$ cat src/rttc_pkg.sv
// Shared types and constants for the repeating task timer channels.
package rttc_pkg;

   localparam int CHANNELS_DEFAULT     = 2;
   localparam int COUNT_BITS_DEFAULT   = 32;
   localparam int FOREVER_CODE_DEFAULT = 255;

   localparam int FUNC_BITS   = 2;
   localparam int PERIOD_BITS = 8;
   localparam int REPEAT_BITS = 8;
   localparam int RATE_BITS   = 18;

   localparam logic [RATE_BITS-1:0] RATE_RESET = RATE_BITS'(24000);

   typedef enum logic [FUNC_BITS-1:0] {
      FUNC_TICK   = 2'd0,
      FUNC_START  = 2'd1,
      FUNC_CANCEL = 2'd2,
      FUNC_READ   = 2'd3
   } func_type;

   // Per-channel commands from the execute stage.
   typedef struct packed {
      logic tick;
      logic load;
      logic cancel;
   } chan_ctl_type;

   // Per-channel status back to the execute stage.
   typedef struct packed {
      logic active;
      logic fire;
      logic done;
   } chan_stat_type;

endpackage

$ cat src/repeating_task_timer_channels.sv
// Top level: command register, channel bank, start arbitration and result register.
// Every command (tick, start, cancel, read) is accepted as issued, so busy
// never rises and a command may be issued on every cycle. A command is captured in
// an input register, executed in the following cycle by the channel bank and the
// 18 x 8 bit reload multiplier, and its result is registered and shown with rsp_valid
// high for one cycle. The receiver cannot stall the result stream, so each result
// must be taken in the cycle it is shown. ticks_per_ms should be written only while
// no command is in flight.
module repeating_task_timer_channels #(
   parameter int CHANNELS     = rttc_pkg::CHANNELS_DEFAULT,
   parameter int COUNT_BITS   = rttc_pkg::COUNT_BITS_DEFAULT,
   parameter int FOREVER_CODE = rttc_pkg::FOREVER_CODE_DEFAULT,
   localparam int IDX_BITS    = (CHANNELS > 1) ? $clog2(CHANNELS) : 1
) (
   input  logic                             clock,
   input  logic                             reset,
   input  logic                             start,
   output logic                             busy,
   input  logic [rttc_pkg::FUNC_BITS-1:0]   req_func,
   input  logic [IDX_BITS-1:0]              req_channel,
   input  logic [rttc_pkg::PERIOD_BITS-1:0] req_period_ms,
   input  logic [rttc_pkg::REPEAT_BITS-1:0] req_repeats,
   output logic                             rsp_valid,
   output logic                             rsp_start_ok,
   output logic [IDX_BITS-1:0]              rsp_granted_channel,
   output logic [CHANNELS-1:0]              rsp_fire_mask,
   output logic [CHANNELS-1:0]              rsp_done_mask,
   output logic [COUNT_BITS-1:0]            rsp_count_value,
   input  logic                             csr_we,
   input  logic [rttc_pkg::RATE_BITS-1:0]   csr_wdata
);

   localparam int PROD_BITS = rttc_pkg::RATE_BITS + rttc_pkg::PERIOD_BITS;
   localparam int WIDE_BITS = (COUNT_BITS > PROD_BITS) ? COUNT_BITS : PROD_BITS;

   logic [rttc_pkg::RATE_BITS-1:0]   rate_ff;

   logic                             req_valid_ff;
   rttc_pkg::func_type               func_ff;
   logic [IDX_BITS-1:0]              channel_ff;
   logic [rttc_pkg::PERIOD_BITS-1:0] period_ff;
   logic [rttc_pkg::REPEAT_BITS-1:0] repeats_ff;

   logic                             rsp_valid_ff;
   logic                             rsp_start_ok_ff, rsp_start_ok_in;
   logic [IDX_BITS-1:0]              rsp_granted_ff, rsp_granted_in;
   logic [CHANNELS-1:0]              rsp_fire_ff, rsp_fire_in;
   logic [CHANNELS-1:0]              rsp_done_ff, rsp_done_in;
   logic [COUNT_BITS-1:0]            rsp_count_ff, rsp_count_in;

   rttc_pkg::chan_ctl_type           ctl   [CHANNELS];
   rttc_pkg::chan_stat_type          stat  [CHANNELS];
   logic [COUNT_BITS-1:0]            counts[CHANNELS];
   logic [CHANNELS-1:0]              active_mask;
   logic [CHANNELS-1:0]              fire_mask;
   logic [CHANNELS-1:0]              done_mask;

   logic                             grant_found;
   logic [IDX_BITS-1:0]              grant_idx;
   logic [WIDE_BITS-1:0]             product;
   logic [COUNT_BITS-1:0]            reload_value;
   logic [COUNT_BITS-1:0]            read_count;

   assign busy = 1'b0;

   // Rate register.
   always_ff @(posedge clock) begin
      if (reset) begin
         rate_ff <= rttc_pkg::RATE_RESET;
      end else if (csr_we) begin
         rate_ff <= csr_wdata;
      end
   end

   // Command register.
   always_ff @(posedge clock) begin
      if (reset) begin
         req_valid_ff <= 1'b0;
      end else begin
         req_valid_ff <= start;
      end
   end

   always_ff @(posedge clock) begin
      func_ff    <= rttc_pkg::func_type'(req_func);
      channel_ff <= req_channel;
      period_ff  <= req_period_ms;
      repeats_ff <= req_repeats;
   end

   // A zero product wraps to all ones, as the reload is the product minus one.
   assign product      = WIDE_BITS'(rate_ff) * WIDE_BITS'(period_ff);
   assign reload_value = COUNT_BITS'(product - WIDE_BITS'(1));

   // Lowest free channel wins a start.
   always_comb begin
      grant_found = 1'b0;
      grant_idx   = '0;
      for (int c = CHANNELS - 1; c >= 0; c--) begin
         if (!active_mask[c]) begin
            grant_found = 1'b1;
            grant_idx   = IDX_BITS'(c);
         end
      end
   end

   always_comb begin
      read_count = '0;
      for (int c = 0; c < CHANNELS; c++) begin
         if (channel_ff == IDX_BITS'(c)) begin
            read_count = counts[c];
         end
      end
   end

   for (genvar g = 0; g < CHANNELS; g++) begin : gen_chan
      assign ctl[g].tick   = req_valid_ff && (func_ff == rttc_pkg::FUNC_TICK);
      assign ctl[g].load   = req_valid_ff && (func_ff == rttc_pkg::FUNC_START) &&
                             grant_found && (grant_idx == IDX_BITS'(g));
      assign ctl[g].cancel = req_valid_ff && (func_ff == rttc_pkg::FUNC_CANCEL) &&
                             (channel_ff == IDX_BITS'(g));

      rttc_channel #(
         .COUNT_BITS   (COUNT_BITS),
         .FOREVER_CODE (FOREVER_CODE)
      ) u_channel (
         .clock        (clock),
         .reset        (reset),
         .ctl          (ctl[g]),
         .load_value   (reload_value),
         .load_repeats (repeats_ff),
         .stat         (stat[g]),
         .count        (counts[g])
      );

      assign active_mask[g] = stat[g].active;
      assign fire_mask[g]   = stat[g].fire;
      assign done_mask[g]   = stat[g].done;
   end

   always_comb begin
      rsp_start_ok_in = 1'b0;
      rsp_granted_in  = '0;
      rsp_fire_in     = '0;
      rsp_done_in     = '0;
      rsp_count_in    = '0;
      case (func_ff)
         rttc_pkg::FUNC_TICK: begin
            rsp_fire_in = fire_mask;
            rsp_done_in = done_mask;
         end
         rttc_pkg::FUNC_START: begin
            rsp_start_ok_in = grant_found;
            rsp_granted_in  = grant_found ? grant_idx : '0;
         end
         rttc_pkg::FUNC_READ: begin
            rsp_count_in = read_count;
         end
         default: begin
            rsp_start_ok_in = 1'b0;
         end
      endcase
   end

   // Result register.
   always_ff @(posedge clock) begin
      if (reset) begin
         rsp_valid_ff <= 1'b0;
      end else begin
         rsp_valid_ff <= req_valid_ff;
      end
   end

   always_ff @(posedge clock) begin
      rsp_start_ok_ff <= rsp_start_ok_in;
      rsp_granted_ff  <= rsp_granted_in;
      rsp_fire_ff     <= rsp_fire_in;
      rsp_done_ff     <= rsp_done_in;
      rsp_count_ff    <= rsp_count_in;
   end

   assign rsp_valid           = rsp_valid_ff;
   assign rsp_start_ok        = rsp_start_ok_ff;
   assign rsp_granted_channel = rsp_granted_ff;
   assign rsp_fire_mask       = rsp_fire_ff;
   assign rsp_done_mask       = rsp_done_ff;
   assign rsp_count_value     = rsp_count_ff;

   // Every captured command produces exactly one result beat in the next cycle.
   a_one_result: assert property (@(posedge clock) disable iff (reset)
      req_valid_ff |=> rsp_valid_ff)
      else $error("command did not produce a result beat");

   // A channel can only be freed on a tick in which it fired.
   a_done_fired: assert property (@(posedge clock) disable iff (reset)
      (rsp_done_ff & ~rsp_fire_ff) == '0)
      else $error("channel freed without firing");

   // A successful start leaves its granted channel running when reported.
   a_grant_active: assert property (@(posedge clock) disable iff (reset)
      (rsp_valid_ff && rsp_start_ok_ff) |-> active_mask[rsp_granted_ff])
      else $error("granted channel is not active");

   // Reset frees every channel.
   a_reset_free: assert property (@(posedge clock)
      $past(reset) |-> (active_mask == '0))
      else $error("channel active after reset");

endmodule

$ cat src/rttc_channel.sv
// One down-counting timer channel with reload value and repeat count.
module rttc_channel #(
   parameter int COUNT_BITS   = rttc_pkg::COUNT_BITS_DEFAULT,
   parameter int FOREVER_CODE = rttc_pkg::FOREVER_CODE_DEFAULT
) (
   input  logic                             clock,
   input  logic                             reset,
   input  rttc_pkg::chan_ctl_type           ctl,
   input  logic [COUNT_BITS-1:0]            load_value,
   input  logic [rttc_pkg::REPEAT_BITS-1:0] load_repeats,
   output rttc_pkg::chan_stat_type          stat,
   output logic [COUNT_BITS-1:0]            count
);

   localparam logic [rttc_pkg::REPEAT_BITS-1:0] FOREVER =
      rttc_pkg::REPEAT_BITS'(FOREVER_CODE);

   logic                             active_ff, active_in;
   logic [COUNT_BITS-1:0]            reload_ff, reload_in;
   logic [COUNT_BITS-1:0]            count_ff, count_in;
   logic [rttc_pkg::REPEAT_BITS-1:0] repeats_ff, repeats_in;
   logic [rttc_pkg::REPEAT_BITS-1:0] repeats_dec;
   logic                             fire, done;

   always_comb begin
      active_in   = active_ff;
      reload_in   = reload_ff;
      count_in    = count_ff;
      repeats_in  = repeats_ff;
      fire        = 1'b0;
      done        = 1'b0;
      repeats_dec = repeats_ff;
      if (ctl.tick && active_ff) begin
         if (count_ff == '0) begin
            count_in = reload_ff;
            fire     = 1'b1;
            // The forever code and a zero count are left alone.
            if (repeats_ff != FOREVER && repeats_ff != '0) begin
               repeats_dec = repeats_ff - rttc_pkg::REPEAT_BITS'(1);
            end
            repeats_in = repeats_dec;
            if (repeats_dec == '0) begin
               active_in = 1'b0;
               done      = 1'b1;
            end
         end else begin
            count_in = count_ff - COUNT_BITS'(1);
         end
      end else if (ctl.load) begin
         active_in  = 1'b1;
         reload_in  = load_value;
         count_in   = load_value;
         repeats_in = load_repeats;
      end else if (ctl.cancel) begin
         active_in  = 1'b0;
         repeats_in = '0;
      end
   end

   always_ff @(posedge clock) begin
      if (reset) begin
         active_ff  <= 1'b0;
         reload_ff  <= '0;
         count_ff   <= '0;
         repeats_ff <= '0;
      end else begin
         active_ff  <= active_in;
         reload_ff  <= reload_in;
         count_ff   <= count_in;
         repeats_ff <= repeats_in;
      end
   end

   assign stat.active = active_ff;
   assign stat.fire   = fire;
   assign stat.done   = done;
   assign count       = count_ff;

endmodule

$ cat config.mk
export PLATFORM = sky130hd
export DESIGN_NAME = repeating_task_timer_channels
export DESIGN_NICKNAME = d
export VERILOG_FILES = /design/src/rttc_pkg.sv /design/src/repeating_task_timer_channels.sv /design/src/rttc_channel.sv
export SDC_FILE = /design/constraint.sdc
export NUM_CORES = 1
export LEC_CHECK = 0
export BUFFER_PORTS_ARGS = -buffer_cell sky130_fd_sc_hd__buf_2
export CORE_MARGIN = 5
export CORE_UTILIZATION = 35
export DETAILED_ROUTE_END_ITERATION = 12
export PLACE_DENSITY = 0.51
export SLEW_MARGIN = 20
export SYNTH_ARGS = -nofsm -noshare
export SYNTH_HDL_FRONTEND = slang
export SYNTH_SLANG_ARGS = --single-unit
$ cat constraint.sdc
create_clock -name clock -period 13.3 [get_ports clock]
set_input_delay 0.665 -clock clock [delete_from_list [all_inputs] [get_ports clock]]
set_output_delay 0.665 -clock clock [all_outputs]
set_load 0.05 [all_outputs]
==> results of run 1 <==
[synthesized netlist by cell type, types with 4 or more instances]
| cell type | n |
|---|---|
| a2111o_1 | 4 |
| a211oi_1 | 20 |
| a21o_1 | 21 |
| a21oi_1 | 147 |
| a221oi_1 | 18 |
| a22oi_1 | 10 |
| a2bb2oi_1 | 5 |
| a31oi_1 | 37 |
| and2_1 | 63 |
| and3_1 | 8 |
| buf_1 | 6 |
| buf_2 | 5 |
| buf_4 | 4 |
| buf_6 | 5 |
| clkbuf_1 | 99 |
| dfxtp_1 | 213 |
| fa_1 | 101 |
| ha_1 | 71 |
| inv_1 | 167 |
| mux2i_1 | 60 |
| nand2_1 | 265 |
| nand2b_1 | 7 |
| nand3_1 | 48 |
| nand3b_1 | 4 |
| nand4_1 | 16 |
| nand4b_1 | 4 |
| nor2_1 | 150 |
| nor2b_1 | 11 |
| nor3_1 | 47 |
| nor3b_1 | 8 |
| nor4_1 | 29 |
| o211ai_1 | 9 |
| o21a_1 | 11 |
| o21ai_0 | 76 |
| o221ai_1 | 4 |
| o22ai_1 | 8 |
| o31a_1 | 4 |
| o31ai_1 | 11 |
| or3_1 | 24 |
| or4_1 | 6 |
| or4_4 | 4 |
| xnor2_1 | 25 |
| xor2_1 | 14 |
[worst max path at each step]
stage	endpoint	slack [ns]	start	depth (start not counted)
6_report	gen_chan[0].u_channel.count[28]	7.23	period_ff[0]	16
5_1_grt	gen_chan[0].u_channel.count[31]	6.86	period_ff[0]	16
4_1_cts	gen_chan[0].u_channel.count[28]	7.24	period_ff[0]	16
3_5_place_dp	gen_chan[0].u_channel.count[28]	7.30	period_ff[0]	16
3_3_place_gp	gen_chan[0].u_channel.count[30]	7.37	period_ff[0]	16
2_1_floorplan	gen_chan[0].u_channel.count[25]	7.94	period_ff[0]	16
[report_power, final]
group	switching (mW)	internal, mW
logic	1.26	0.697
clock network	0.309	0.482
registers	0.0497	0.675
[layer usage]
metal / vias to the layer above / part of all wire [%] / track usage (%)
met5: - / 0 / 0
met1: 6605 / 46 / 28.2
met4: 0 / 2.3 / 4.67
met2: 436 / 45 / 31.7
li1: 6572 / - / -
met3: 76 / 6.0 / 2.40
[cell families after synthesis]
logic type / synth area share (%)
adders and majority gates: 19.0
other: 0.0245
muxes: 4.06
DFF: 27.8
buffers and inverters: 7.38
xor gates and xnor gates: 2.23
AOI/OAI and AO/OA: 17.4
and+or+nand+nor: 22.1
[cell type report]
type,count,area (um^2)
clock buffer,37,763
inverter,167,627
fill,4548,26100
multi-input combinational,1405,9970
sequential,213,4270
tap,585,732
clock inverter,13,190
timing repair buffer,98,541
[state kept, by name, summed over array words and instances (netlist names), 2 cells and up]
signal and cells:
rsp_count_value 32, gen_chan.u_channel.active_ff 2, func_ff 2, gen_chan.u_channel.repeats_ff 16, rate_ff 18, gen_chan.u_channel.reload_ff 54
rsp_done_mask 2, repeats_ff 8, gen_chan.u_channel.count 64, period_ff 8, rsp_fire_mask 2
[worst max-delay path, delay by kind of cell (launching register included)]
kind	cells	cell delay (ns)
adders and majority gates	5	2.34
AOI/OAI and AO/OA	6	1.92
DFF	1	0.75
muxes	1	0.59
and+or+nand+nor	1	0.17
buffers and inverters	3	0.14
==> impl_metrics.csv, run 1 <==
group,metric,value,unit
die,fp.dieH,219,um
die,dieArea,0.0481,mm^2
synthesis,synth_ff_type,"dfxtp_1",
power_and_ir_drop,leakagePower,7.40,nW
sta,max_slew_margin,33.7,%
sta,fin_ws,7.23,ns
synthesis,ys_types,76,
routing,wl_per_cell,18.9,um
flow_run,maxCapViolations,0,
routing,vias,13700,
synthesis,synth_area_per_cell,8.05,um^2
synthesis,ys_ff_latch,213,
synthesis,yosysTopAreaCell,"dfxtp_1",
min_path,hp-start,"req_repeats[2]",
critical_path,r2r-end,"gen_chan[0].u_channel.count[28]",
routing,drc_errors,0,
finish,final_area,0.0171,mm^2
synthesis,synthArstFlopShare,0,%
finish,layout_commonest_cell,"nand2_1",
critical_path,path_max_fanout,18,
finish,finish.utilization,39.6,%
critical_path,required,13.72,ns
routing,drtIter0Drc,932,
placement,dpl.cell_count,2468,
critical_path,cp_common_cell,"fa_1",
finish,area_growth,11.5,%
sta,skew,0.0225,ns
sta,setup_viol_count_final,0,
finish,final_cells,2518,
placement,dp_hpwl,34600,um
finish,final_layout_size_suffix_gt1_share,8.59,%
synthesis,synth_edf_count,0,
routing,vias_per_cell,5.44,
clock_network,hold_buffers,0,
synthesis,yosysTopAreaCellShare,27.8,%
sta,drv_slew,0,
critical_path,crit_type,"flop to flop",
grt,antenna_found_initial,0,
clock_network,ctsResizeCount,0,
grt,grt_pass1_wl,76300,um
synthesis,synth_fp_nets,2117,
die,initial_core_util,35.5,%
sta,finalHoldViolCount,0,
power_and_ir_drop,p_total,3.47,mW
critical_path,r2r_cells,16,
synthesis,yosysSeqAreaShare,27.8,%
die,core,0.0432,mm^2
clock_network,htreeDepth,1,
synthesis,synthTopCellsByArea,"dfxtp_1, fa_1, nand2_1",
critical_path,critical_path.cell_chain,"nand2_1 > fa_1 > inv_1 > fa_1 > inv_1 > fa_1 > fa_1 > inv_1 > ha_1 > o21a_1 > o31a_1 > o2111ai_1 > a21oi_1 > o31ai_1 > mux2i_1 > a31oi_1",
sta,timing.fmax,165,MHz
clock_network,clock_latency,0.58,ns
grt,gr-total-overflow,0,
critical_path,cp.arrival,6.49,ns
min_path,min_path_cells,1,
critical_path,start_kind,"flop",
clock_network,ctsLongestPathBuffers,3,
routing,ant_nets,0,
clock_network,cts_tree,"built",
critical_path,r2r_start,"period_ff[0]",
clock_network,cts_root_buf,"clkbuf_16",
placement,io_buffers,79,
status,status,"finished, final reports clean",
clock_network,clk_pin_slew_worst_paths,0.06,ns
finish,mostFrequentLayoutCells,"nand2_1, dfxtp_1, inv_1",
placement,gp_congestion,0.899,
sta,worst_pin_slew,0.994,ns
critical_path,crit_slowest_cell,"o31ai_1",
placement,post-place-ws,7.30,ns
synthesis,yosysWarnings,0,
critical_path,critPathCaptureType,"flop",
die,num_rows,76,
routing,wirelength,47600,um
finish,diodes,0,
critical_path,crit_path_max_incr_delay,0.85,ns
clock_network,cts.sinks,213,
die,io_pins,81,
grt,grt_usage,19.7,%
clock_network,post-cts-setup-buffers,0,
die,die_w,219,um
routing,firstDrtPassIters,5,
critical_path,r2r_slack,7.23,ns
power_and_ir_drop,powerDensity,203,mW/mm^2
sta,rsz0062_at_grt,"false",
grt,grt_pass1_vias,13300,
sta,post-route-min-period,6.07,ns
sta,timing.hold.ws,0.190,ns
grt,grt_max_degree,70,
finish,nets,2125,
min_path,min_to,"repeats_ff[2]",
min_path,min_path_type,"input port to flop",
clock_network,cts_buffers,27,
synthesis,synth_cells,1904,
sta,period_share,45.7,%
synthesis,syn_area,0.0153,mm^2
sta,fin_setup_tns,0,ns
placement,placed_cell_area,0.0161,mm^2
power_and_ir_drop,ir_worst_vdd,0.120,mV
Note: power is estimated with default switching activity, not from simulation.
==> inputs of run 2 (changes only) <==
Settings changed: PLACE_DENSITY 0.51 to 0.52.
Clock period 13.3 ns to 5 ns, I/O delays scaled along.
==> impl_metrics.csv, run 2 (synthesized netlist as in run 1, its figures left out) <==
group,metric,value,unit
die,dieArea,0.0481,mm^2
placement,dp_hpwl,34800,um
sta,post-route-min-period,4.99,ns
sta,timing.fmax,200,MHz
clock_network,clock_latency,0.57,ns
critical_path,start_kind,"flop",
routing,drtIter0Drc,921,
die,die_w,219,um
critical_path,critPathCaptureType,"flop",
clock_network,cts_tree,"built",
critical_path,required,5.47,ns
finish,area_growth,22.6,%
sta,worst_pin_slew,1.10,ns
clock_network,htreeDepth,1,
power_and_ir_drop,combPwrFrac,62.7,%
finish,mostFrequentLayoutCells,"nand2_1, dfxtp_1, inv_1",
placement,post-place-ws,-0.236,ns
sta,skew,0.0126,ns
finish,layout_commonest_cell,"nand2_1",
sta,setup_viol_count_final,0,
placement,io_buffers,79,
power_and_ir_drop,power_switching,4.73,mW
sta,period_share,99.8,%
sta,timing.hold.ws,0.222,ns
sta,max_slew_margin,26.9,%
grt,grt_pass1_vias,13700,
die,num_rows,76,
flow_run,maxCapViolations,0,
critical_path,cp.buffers_inverters,2,
critical_path,path_max_fanout,6,
clock_network,ctsLongestPathBuffers,3,
grt,gr-total-overflow,0,
finish,num-fill-cells,4359,
power_and_ir_drop,p_sw_share,43.1,%
sta,drv_slew,0,
power_and_ir_drop,ir_worst_vdd,0.421,mV
finish,final_layout_size_suffix_gt1_share,17.0,%
sta,fin_ws,0.00794,ns
critical_path,crit_path_max_incr_delay,0.57,ns
grt,grt_pass1_wl,75700,um
die,initial_core_util,35.5,%
min_path,min_path_type,"input port to flop",
routing,ant_nets,0,
power_and_ir_drop,p_clk_share,19.9,%
clock_network,cts_root_buf,"clkbuf_16",
power_and_ir_drop,powerDensity,584,mW/mm^2
power_and_ir_drop,seqPwrFrac,17.4,%
power_and_ir_drop,intPower,6.24,mW
clock_network,cts_buffers,27,
critical_path,crit_slowest_cell,"fa_1",
routing,vias,14100,
status,status,"finished, final reports clean",
routing,vias_per_cell,5.30,
routing,drc_errors,0,
power_and_ir_drop,p_total,11.0,mW
finish,nets,2274,
critical_path,critical_path.cell_chain,"and2_4 > fa_1 > fa_1 > fa_1 > fa_1 > ha_4 > a211o_1 > a2111oi_4 > nor3_2 > o41a_1 > buf_4 > a21oi_1 > nor3_2 > buf_4 > a221oi_1",
finish,largest_reg_flops,64,
clock_network,cts.sinks,213,
sta,finalHoldViolCount,0,
routing,wirelength,47900,um
grt,antenna_found_initial,0,
critical_path,crit_type,"flop to flop",
die,io_pins,81,
placement,gp_congestion,0.899,
routing,wl_per_cell,18.0,um
routing,firstDrtPassIters,5,
die,fp.dieH,219,um
clock_network,clk_pin_slew_worst_paths,0.06,ns
power_and_ir_drop,leakagePower,8.14,nW
grt,grt_usage,19.3,%
finish,diodes,0,
critical_path,cp_top_family,"adder cells",
critical_path,cp_common_cell,"fa_1",
finish,finish.utilization,43.6,%
grt,grt_max_degree,84,
sta,rsz0062_at_grt,"true",
die,core,0.0432,mm^2
critical_path,cp.arrival,5.46,ns
-- run 2: layout make-up --
class / instances / area, um^2 / area share, %
Clock inverter: 12 / 255 / 1.36
Inverter: 167 / 627 / 3.33
Clock buffer: 36 / 729 / 3.88
Multi-Input combinational cell: 1405 / 10400 / 55.1
Tap cell: 585 / 732 / 3.89
Sequential cell: 213 / 4300 / 22.9
Timing Repair Buffer: 247 / 1790 / 9.54
-- run 2: worst paths after layout --
path	from	end	slack [ns]	depth (start not counted)
max reg2reg	period_ff[5]	gen_chan[1].u_channel.count[21]	0.008	15
min	reset	req_valid_ff	0.22	2
min reg2reg	gen_chan[1].u_channel.reload_ff[17]	gen_chan[1].u_channel.reload_ff[17]	0.45	2
max	period_ff[5]	gen_chan[1].u_channel.count[21]	0.008	15
-- run 2: what timing repair did --
| action | 4_1_cts | 5_1_grt |
|---|---|---|
| endpoints found under the setup margin | 40 | 42 |
| buffers inserted | 7 | 10 |
| hold endpoints to repair | 38 | 0 |
| pin swaps | 8 | 39 |
| hold buffers | 38 | 0 |
| gates resized for setup | 33 | 69 |
-- run 2: power by group through the flow --
stage                     Clock, mW  Combinational, mW  Sequential, mW
after floorplan                   0               3.94            1.91
after global placement            0               6.02            1.94
after detailed placement          0               6.06            1.95
after CTS                      2.25               6.37            1.91
after global routing           2.32               7.54            1.92
final                          2.19               6.88            1.91
-- run 2: metrics by stage --
step	setup TNS, ns	std cells	area [um^2]
3_5_place_dp	-4.73	2562	16900
2_1_floorplan	0	1904	15400
5_1_grt	-2.64	2665	18800
6_report	0	2665	18800
4_1_cts	0	2655	18400
3_3_place_gp	-2.25	2562	16900
-- run 2: layer usage --
metal  GRT usage, %  up-vias  share of wire (%)
met5              0        -                  0
met4           4.77        0                2.5
met3           2.35       74                5.3
met2           31.8      399                 46
met1           27.0     6806                 46
li1               -     6841                  -
==> inputs of run 3 (changes only) <==
Settings changed: CORE_ASPECT_RATIO set to 1.5, CTS_CLUSTER_SIZE set to 25, RECOVER_POWER set to 100.
==> impl_metrics.csv, run 3 (synthesized netlist as in run 1, its figures left out) <==
group,metric,value,unit
critical_path,start_kind,"flop",
routing,firstDrtPassIters,5,
min_path,min_path_cells,3,
die,num_rows,94,
finish,nets,2273,
sta,max_slew_margin,-38.2,%
status,status,"finished, violations left",
routing,drtIter0Drc,929,
critical_path,r2r_start,"rate_ff[7]",
critical_path,r2r_cells,16,
clock_network,clock_latency,0.54,ns
placement,dp_hpwl,35600,um
finish,num-fill-cells,4424,
grt,grt_usage,19.1,%
grt,antenna_found_initial,0,
grt,gr-total-overflow,0,
sta,drv_slew,44,
critical_path,cp_top_family,"adder cells",
sta,timing.fmax,200,MHz
routing,wl_per_cell,17.7,um
die,io_pins,81,
critical_path,required,5.48,ns
critical_path,crit_slowest_cell,"fa_1",
critical_path,crit_type,"flop to flop",
routing,drc_errors,0,
grt,grt_pass1_vias,14200,
clock_network,htreeDepth,1,
power_and_ir_drop,ir_worst_vdd,0.388,mV
clock_network,ctsLongestPathBuffers,3,
critical_path,r2r-end,"gen_chan[1].u_channel.reload_ff[25]",
die,fp.dieH,266,um
status,violations,"capacitance limit, slew limit",
finish,mostFrequentLayoutCells,"nand2_1, dfxtp_1, inv_1",
critical_path,cp_common_cell,"fa_1",
critical_path,critPathCaptureType,"flop",
routing,wirelength,47100,um
finish,diodes,0,
clock_network,clk_pin_slew_worst_paths,0.07,ns
sta,worst_pin_slew,2.07,ns
die,dieArea,0.0482,mm^2
critical_path,crit_path_max_incr_delay,0.56,ns
min_path,min_to,"rate_ff[6]",
critical_path,r2r_slack,0.007,ns
grt,grt_pass1_wl,76000,um
sta,skew,0.0206,ns
finish,largest_reg_flops,64,
sta,rsz0062_at_grt,"true",
routing,ant_nets,0,
grt,grt_max_degree,82,
die,initial_core_util,35.1,%
critical_path,critical_path.cell_chain,"buf_4 > and2_4 > fa_1 > fa_1 > fa_1 > inv_2 > fa_1 > inv_2 > ha_4 > o21a_1 > a2111oi_4 > nor3_2 > o41a_1 > a211o_4 > a2111o_1 > nand3_1",
critical_path,cp-startpoint,"rate_ff[7]",
critical_path,cp.buffers_inverters,3,
power_and_ir_drop,powerDensity,584,mW/mm^2
power_and_ir_drop,leakagePower,7.95,nW
finish,layout_commonest_cell,"nand2_1",
die,core,0.0436,mm^2
clock_network,cts.sinks,213,
min_path,hp-start,"csr_we",
min_path,min_path_type,"input port to flop",
routing,vias_per_cell,5.27,
critical_path,path_max_fanout,6,
finish,final_layout_size_suffix_gt1_share,14.5,%
sta,setup_viol_count_final,0,
clock_network,cts_root_buf,"clkbuf_16",
sta,finalHoldViolCount,0,
placement,dpl.cell_count,2563,
die,die_w,181,um
routing,vias,14000,
critical_path,cp.arrival,5.48,ns
flow_run,maxCapViolations,2,
sta,period_share,99.9,%
finish,area_growth,21.5,%
finish,final_cells,2654,
placement,gp_congestion,0.918,
clock_network,cts_tree,"built",
placement,io_buffers,79,
sta,post-route-min-period,4.99,ns
power_and_ir_drop,p_total,10.9,mW
clock_network,cts_buffers,24,
==> run 3: final cells by class <==
class                      instances  area [um^2]  share of cell area [%]
multi-input combinational       1405        10300                    55.2
tap                              576          721                    3.87
inverter                         167          627                    3.36
timing repair buffer             249         1770                    9.48
clock buffer                      28          657                    3.53
sequential                       213         4310                    23.1
clock inverter                    16          265                    1.42
==> run 3: worst max path at each step <==
stage	to	slack (ns)	cells after the start
6_report	gen_chan[1].u_channel.reload_ff[25]	0.007	16
5_1_grt	gen_chan[0].u_channel.count[25]	-0.15	16
4_1_cts	gen_chan[0].u_channel.count[25]	-0.002	15
3_5_place_dp	gen_chan[0].u_channel.count[25]	-0.21	18
3_3_place_gp	gen_chan[0].u_channel.count[30]	-0.14	19
2_1_floorplan	gen_chan[0].u_channel.count[25]	0.002	18
==> run 3: power by group <==
group          switching, mW  total, mW  internal (mW)  leakage, nW
clock network          0.774       2.08           1.30        0.455
logic                   3.85       6.90           3.05         5.76
registers              0.114       1.91           1.79         1.73
total                   4.74       10.9           6.14         7.95
==> run 3: worst min-delay path: stages <==
cell and delay (ns):
buf_2 0.27, mux2i_1 0.18, nand2_1 0.05
==> run 3: repair_timing <==
item / CTS / global route
gates cloned: 0 / 0
buffers inserted: 2 / 7
pin swaps: 11 / 21
setup endpoints to repair: 32 / 42
endpoints found under the hold margin: 38 / 0
hold buffers: 38 / 0
resized for setup: 33 / 60
==> run 3: routing by layer <==
layer	track usage, %	part of all wire (%)	up-vias
li1	-	-	6867
met2	36.2	52	311
met5	0	0	-
met1	22.7	41	6734
met4	5.32	2.5	0
met3	1.82	4.0	81
==> run 3: stage by stage <==
stage	hold slack (ns)	setup WS (ns)	setup TNS (ns)	cell area [um^2]	util [%]
global placement	0.355	-0.143	-2.48	17000	38.9
CTS	0.226	-0.00154	-0.00154	18400	42.1
global route	0.267	-0.153	-1.19	18600	42.7
finish	0.250	0.00677	0	18600	42.7
detailed placement	0.354	-0.210	-4.34	17000	39.0
floorplan	0.278	0.00174	0	15400	-
